<file path="src/rtl/slpq_pkg.sv">
// slpq_pkg: shared types and codes for the sorted-list priority queue
// used by slpq_cell and sorted_list_priority_queue_unit; no dependencies

package slpq_pkg;

	// operation codes on the opcode port
	localparam logic OP_INSERT = 1'b0;
	localparam logic OP_REMOVE = 1'b1;

	// status codes of a result
	localparam logic [1:0] ST_OK    = 2'd0;
	localparam logic [1:0] ST_FULL  = 2'd1;
	localparam logic [1:0] ST_EMPTY = 2'd2;

	// per-cycle command broadcast to every cell of the chain
	typedef struct packed {
		logic ins;	// shift right from the insert point, drop new value in
		logic rem;	// shift every entry one place toward the head
	} slpq_ctl_t;

endpackage

</file>
<file path="src/rtl/sorted_list_priority_queue_unit.sv">
// sorted_list_priority_queue_unit: top level of the sorted-list priority queue
// depends on slpq_pkg and slpq_cell

// Priority queue of up to DEPTH unsigned values kept in ascending order in a
// row of DEPTH cells; cell 0 always holds the smallest entry. A transaction
// is accepted at a rising edge with start high and busy low; busy is always
// low, so one transaction is taken every clock cycle. opcode 0 inserts value
// (placed after any equal entries), opcode 1 removes the smallest entry. Each
// transaction gives exactly one result, registered at the accepting edge, shown
// for a single cycle with done high: front_value (zero when empty), entry_count,
// queue_empty and status (ok, insert dropped because full, remove on empty
// ignored). The result is registered and throughput is one transaction per cycle:
// every cell compares against the incoming value in parallel and the whole
// row shifts in the same edge. The receiver cannot stall, so results must be
// captured in the done cycle. No clearing pass is needed after reset.

module sorted_list_priority_queue_unit #(
	parameter int DEPTH      = 16,
	parameter int DATA_WIDTH = 32,
	localparam int CNT_W     = $clog2(DEPTH + 1)
) (
	input  logic             clk,
	input  logic             arst_n,
	input  logic             start,
	output logic             busy,
	input  logic             opcode,
	input  logic [31:0]      value,
	output logic             done,
	output logic [31:0]      front_value,
	output logic [CNT_W-1:0] entry_count,
	output logic             queue_empty,
	output logic [1:0]       status
);

	logic                  accept;
	logic                  is_full;
	logic                  is_empty;
	logic [DATA_WIDTH-1:0] ins_value;
	slpq_pkg::slpq_ctl_t   ctl;

	logic [CNT_W-1:0]      count_q;
	logic                  done_q;
	logic [1:0]            status_q;

	// cell chain wiring
	logic [DATA_WIDTH-1:0] cell_value [DEPTH];
	logic                  cell_goes  [DEPTH];

	// no multi-cycle work, a transaction can enter every cycle
	assign busy   = 1'b0;
	assign accept = start && !busy;

	assign is_full   = (count_q == CNT_W'(DEPTH));
	assign is_empty  = (count_q == '0);
	// input value reduced or extended to the stored width
	assign ins_value = DATA_WIDTH'(value);

	// dropped inserts and ignored removes leave the chain untouched
	assign ctl.ins = accept && (opcode == slpq_pkg::OP_INSERT) && !is_full;
	assign ctl.rem = accept && (opcode == slpq_pkg::OP_REMOVE) && !is_empty;

	genvar gi;
	generate
		for (gi = 0; gi < DEPTH; gi++) begin : g_cell
			logic [DATA_WIDTH-1:0] left_v;
			logic                  left_g;
			logic [DATA_WIDTH-1:0] right_v;

			if (gi == 0) begin : g_head
				// nothing sits before the head cell
				assign left_v = '0;
				assign left_g = 1'b0;
			end else begin : g_mid
				assign left_v = cell_value[gi-1];
				assign left_g = cell_goes[gi-1];
			end

			if (gi == DEPTH - 1) begin : g_tail
				// tail keeps its own value on remove; it falls out of range anyway
				assign right_v = cell_value[gi];
			end else begin : g_body
				assign right_v = cell_value[gi+1];
			end

			slpq_cell #(
				.DATA_WIDTH (DATA_WIDTH)
			) u_cell (
				.clk         (clk),
				.ctl         (ctl),
				.occupied    (count_q > CNT_W'(gi)),
				.ins_value   (ins_value),
				.left_value  (left_v),
				.left_goes   (left_g),
				.right_value (right_v),
				.value       (cell_value[gi]),
				.goes        (cell_goes[gi])
			);
		end
	endgenerate

	// fill count, result strobe and status
	always_ff @(posedge clk or negedge arst_n) begin
		if (!arst_n) begin
			count_q  <= '0;
			done_q   <= 1'b0;
			status_q <= slpq_pkg::ST_OK;
		end else begin
			done_q <= accept;
			if (ctl.ins) begin
				count_q <= count_q + CNT_W'(1);
			end else if (ctl.rem) begin
				count_q <= count_q - CNT_W'(1);
			end
			if (accept) begin
				if (opcode == slpq_pkg::OP_INSERT) begin
					status_q <= is_full ? slpq_pkg::ST_FULL : slpq_pkg::ST_OK;
				end else begin
					status_q <= is_empty ? slpq_pkg::ST_EMPTY : slpq_pkg::ST_OK;
				end
			end
		end
	end

	// the chain already holds the post-transaction state in the done cycle
	assign done        = done_q;
	assign front_value = is_empty ? 32'd0 : 32'(cell_value[0]);
	assign entry_count = count_q;
	assign queue_empty = is_empty;
	assign status      = status_q;

`ifndef SYNTHESIS
	// fill count never runs past the number of cells
	a_count_bound: assert property (@(posedge clk) disable iff (!arst_n)
		count_q <= CNT_W'(DEPTH))
		else $error("fill count above depth");

	// a full drop is only reported when the queue really is full
	a_full_status: assert property (@(posedge clk) disable iff (!arst_n)
		done_q && (status_q == slpq_pkg::ST_FULL) |-> is_full)
		else $error("full status with free cells");

	// an ignored remove is only reported on an empty queue
	a_empty_status: assert property (@(posedge clk) disable iff (!arst_n)
		done_q && (status_q == slpq_pkg::ST_EMPTY) |-> is_empty)
		else $error("empty status with stored entries");

	// a successful remove drops the count by exactly one
	a_remove_count: assert property (@(posedge clk) disable iff (!arst_n)
		ctl.rem |=> (count_q == $past(count_q) - CNT_W'(1)))
		else $error("remove did not decrement fill count");

	// the head pair stays in ascending order
	a_head_sorted: assert property (@(posedge clk) disable iff (!arst_n)
		(count_q >= CNT_W'(2)) |-> (cell_value[0] <= cell_value[1]))
		else $error("head entries out of order");
`endif

endmodule

</file>
<file path="src/rtl/slpq_cell.sv">
// slpq_cell: one storage cell of the sorted chain
// uses slpq_pkg::slpq_ctl_t; instantiated by sorted_list_priority_queue_unit

module slpq_cell #(
	parameter int DATA_WIDTH = 32
) (
	input  logic                   clk,
	input  slpq_pkg::slpq_ctl_t    ctl,
	input  logic                   occupied,
	input  logic [DATA_WIDTH-1:0]  ins_value,
	input  logic [DATA_WIDTH-1:0]  left_value,
	input  logic                   left_goes,
	input  logic [DATA_WIDTH-1:0]  right_value,
	output logic [DATA_WIDTH-1:0]  value,
	output logic                   goes
);

	logic [DATA_WIDTH-1:0] value_q;

	// new value belongs at or before this cell (equal entries stay ahead)
	assign goes  = !occupied || (value_q > ins_value);
	assign value = value_q;

	always_ff @(posedge clk) begin
		if (ctl.ins) begin
			if (left_goes) begin
				value_q <= left_value;
			end else if (goes) begin
				value_q <= ins_value;
			end
		end else if (ctl.rem) begin
			value_q <= right_value;
		end
	end

endmodule
</file>
<file path="config.mk">
export PLATFORM = sky130hd
export DESIGN_NAME = sorted_list_priority_queue_unit
export DESIGN_NICKNAME = d
export VERILOG_FILES = /design/src/rtl/slpq_pkg.sv /design/src/rtl/sorted_list_priority_queue_unit.sv /design/src/rtl/slpq_cell.sv
export SDC_FILE = /design/constraint.sdc
export NUM_CORES = 2
export LEC_CHECK = 0
export BUFFER_PORTS_ARGS = -buffer_cell sky130_fd_sc_hd__buf_2
export CORE_UTILIZATION = 55
export CTS_BUF_LIST = sky130_fd_sc_hd__clkbuf_8
export CTS_CLUSTER_SIZE = 8
export DETAILED_ROUTE_END_ITERATION = 7
export GPL_TIMING_DRIVEN = 0
export PLACE_DENSITY = 0.78
export SETUP_SLACK_MARGIN = 0.1
export SLEW_MARGIN = 20
export SYNTH_ARGS = -nofsm -noshare
export SYNTH_HDL_FRONTEND = slang
export SYNTH_HIERARCHICAL = 1
export SYNTH_SLANG_ARGS = --single-unit
</file>
<file path="constraint.sdc">
create_clock -name clk -period 7.2 [get_ports clk]
set_input_delay 2.16 -clock clk [delete_from_list [all_inputs] [get_ports clk]]
set_output_delay 2.16 -clock clk [all_outputs]
set_load 0.01 [all_outputs]
</file>
==> flow_summary.json <==
{
  "result_of_the_run": "finished clean",
  "fin_tns_setup_ps": 0,
  "yosys_warnings": 6,
  "final.period_utilization_pct": 78.1,
  "finalWorstPathRequiredPeriod_ps": 5620,
  "worst_ep_required_time_ps": 7660,
  "worstSetupPathType": "in -> reg",
  "die_area_um2": 74400,
  "antenna_found_initial": 1,
  "clkTransAtPathRegs_ps": 60,
  "worstMarginPinSlew_ps": 1250,
  "clock_skew_ps": 35.9,
  "cts-root-to-sink-buffers": 3,
  "drive_above_1_share_pct": 7.54,
  "slew_headroom_pct": 15.4,
  "post_synth_inst_count": 4248,
  "max_freq_mhz": 178,
  "wl_mm": 99.8,
  "depth_of_the_cts_h_tree": 3,
  "floorplan.initialDensity_pct": 56.0,
  "p_leak_nw": 20.5,
  "power.share.clock_pct": 20.2,
  "gr-usage-all-layers_pct": 26.5,
  "pwr-share-seq_pct": 39.1,
  "final_nets": 5022,
  "ant_nets": 0,
  "final-max-slew-violation-count": 0,
  "hold_violations": 0,
  "power.switching_mw": 4.69,
  "grt_pass1_wl_mm": 160,
  "cp_max_fo": 32,
  "cts_num_sinks": 520,
  "p_int_mw": 7.65,
  "final_design_utilization_pct": 61.5,
  "mappedNetlistArea_um2": 40300,
  "std_cell_rows": 98,
  "wl_cell_um": 18.2,
  "routed_via_density": 5.76,
  "syn2layout_area_growth_pct": 9.79,
  "initial_drc_count": 1879,
  "timing.hold.worst.class": "reg -> reg",
  "power-per-cell-area_nw_per_um2": 279,
  "cts.hold.buffers_added": 0,
  "routed-via-count": 31600,
  "n_fill_cell": 6022,
  "post_cts_buffers": 0,
  "vias_in_the_first_global_route": 31600,
  "dp_hpwl_mm": 79.7,
  "drc": 0,
  "arrival_ps": 6080,
  "post_cts.resized_instances": 0,
  "grt-ovfl-total": 0,
  "io_pins": 78,
  "synth_area_per_cell_um2": 9.49,
  "drt-pass1-iter-count": 6,
  "max-cap-violations": 0,
  "vdd_ir_drop_max_mv": 0.197,
  "chipWidth_um": 273,
  "io_buffers": 76,
  "cp-end-kind": "register",
  "pre_cts_slack_ps": 1040,
  "cts.root.buffer_cell": "sky130_fd_sc_hd__clkbuf_8",
  "crit_path_start_kind": "input pin",
  "place_congestion": 0.942,
  "grt_start_max_net_pins": 33,
  "fp.coreArea_um2": 72000,
  "number_of_failing_setup_endpoints_in_the_final_timing_report": 0,
  "grt_setup_unrepaired": "no",
  "numCtsBuffers": 91,
  "power.switching_fraction_pct": 38.0,
  "share_of_total_power_in_combinational_logic_pct": 40.6,
  "clock_insertion_delay_worst_skew_ps": 730,
  "worst_case_setup_margin_in_the_final_layout_ps": 1580,
  "die_height_um": 273,
  "tritoncts": "built"
}
-- worst max-delay path, cell delays in order --
cell	delay, ps
sky130_fd_sc_hd__buf_2	680
sky130_fd_sc_hd__inv_1	110
sky130_fd_sc_hd__ha_1	340
sky130_fd_sc_hd__nand4_1	130
sky130_fd_sc_hd__nor3_1	80
sky130_fd_sc_hd__a21boi_1	140
sky130_fd_sc_hd__o41ai_1	1000
sky130_fd_sc_hd__a21oi_1	130
sky130_fd_sc_hd__buf_2	230
sky130_fd_sc_hd__nand3b_1	200
sky130_fd_sc_hd__nor3_1	330
sky130_fd_sc_hd__a21oi_4	220
sky130_fd_sc_hd__buf_16	280
-- layer usage --
layer	vias to the layer above	routed length, um	GRT usage (%)
met5	-	0	0
met4	0	4440	12.8
met3	246	4250	3.01
met2	930	49600	47.1
met1	14700	41500	32.0
li1	15700	-	-
-- cell usage in the layout, fill, tap and decap left out, types with 6 or more instances in the layout --
master / count
sky130_fd_sc_hd__o21a_1: 16
sky130_fd_sc_hd__a21oi_4: 16
sky130_fd_sc_hd__a211oi_1: 16
sky130_fd_sc_hd__nand3_1: 66
sky130_fd_sc_hd__buf_4: 49
sky130_fd_sc_hd__inv_1: 559
sky130_fd_sc_hd__o2bb2ai_1: 17
sky130_fd_sc_hd__buf_1: 16
sky130_fd_sc_hd__buf_6: 7
sky130_fd_sc_hd__o22ai_1: 19
sky130_fd_sc_hd__nor2_1: 546
sky130_fd_sc_hd__clkinv_2: 6
sky130_fd_sc_hd__a21boi_1: 16
sky130_fd_sc_hd__conb_1: 34
sky130_fd_sc_hd__buf_16: 16
sky130_fd_sc_hd__clkbuf_1: 82
sky130_fd_sc_hd__a21oi_1: 737
sky130_fd_sc_hd__and4_1: 16
sky130_fd_sc_hd__o41ai_1: 16
sky130_fd_sc_hd__a21o_1: 32
sky130_fd_sc_hd__nand4_2: 16
sky130_fd_sc_hd__mux2i_1: 512
sky130_fd_sc_hd__a221o_1: 16
sky130_fd_sc_hd__nand2_1: 89
sky130_fd_sc_hd__o21ai_1: 32
sky130_fd_sc_hd__and2_1: 32
sky130_fd_sc_hd__clkbuf_8: 91
sky130_fd_sc_hd__nor2b_1: 17
sky130_fd_sc_hd__clkinv_1: 31
sky130_fd_sc_hd__ha_1: 518
sky130_fd_sc_hd__nor4_2: 16
sky130_fd_sc_hd__nand3b_1: 16
sky130_fd_sc_hd__nor3_1: 65
sky130_fd_sc_hd__dfrtp_1: 8
sky130_fd_sc_hd__o211ai_1: 16
sky130_fd_sc_hd__buf_2: 108
sky130_fd_sc_hd__edfxtp_1: 512
sky130_fd_sc_hd__nand4_1: 96
sky130_fd_sc_hd__o21ai_0: 29
-- layout make-up --
type                       instances  area (um^2)  share of cell area, %
multi-input combinational       3039        22100                   49.8
sequential                       520        15600                   35.2
inverter                         537         2030                   4.58
clock buffer                      91         1250                   2.83
tap                              950         1190                   2.69
buffer                           185          963                   2.18
timing repair buffer              94          852                   1.92
clock inverter                    70          345                  0.780
antenna                            1         2.50                0.00565
-- path summary, 6_finish.rpt --
check                          startpoint                          end  slack [ps]  depth (start not counted)
max                             value[11]  g_cell[13].u_cell/value[16]        1580                         13
min                             status[1]                    status[1]         530                          2
max reg2reg                entry_count[0]  g_cell[12].u_cell/value[18]        3070                         12
min reg2reg                     status[1]                    status[1]         530                          2
max in group asynchronous          arst_n                    status[1]        5720                          1
min in group asynchronous          arst_n                    status[0]        1290                          1
-- flip-flops by register name, summed over array words and instances, names as in the netlist --
name	count
g_cell.u_cell/value	512
entry_count	5
status	2
done	1
-- power groups by stage --
| stage | clock [mW] | sequential [mW] | combinational (mW) |
|---|---|---|---|
| 6_report | 2.50 | 4.83 | 5.01 |
| 5_1_grt | 2.68 | 4.91 | 5.56 |
| 4_1_cts | 2.54 | 4.82 | 4.99 |
| 3_5_place_dp | 0 | 4.88 | 4.97 |
| 3_3_place_gp | 0 | 4.89 | 4.66 |
| 2_1_floorplan | 0 | 4.66 | 3.80 |
-- through the flow --
| stage | cells | hold slack, ps | area (um^2) | power (mW) |
|---|---|---|---|---|
| after floorplan | 4281 | 558 | 40400 | 8.46 |
| after global placement | 5307 | 518 | 42000 | 9.55 |
| after detailed placement | 5325 | 525 | 42700 | 9.85 |
| after CTS | 5486 | 536 | 44300 | 12.4 |
| after global routing | 5487 | 559 | 44300 | 13.2 |
| final | 5487 | 534 | 44300 | 12.3 |
(Power assumes the default switching activity.)
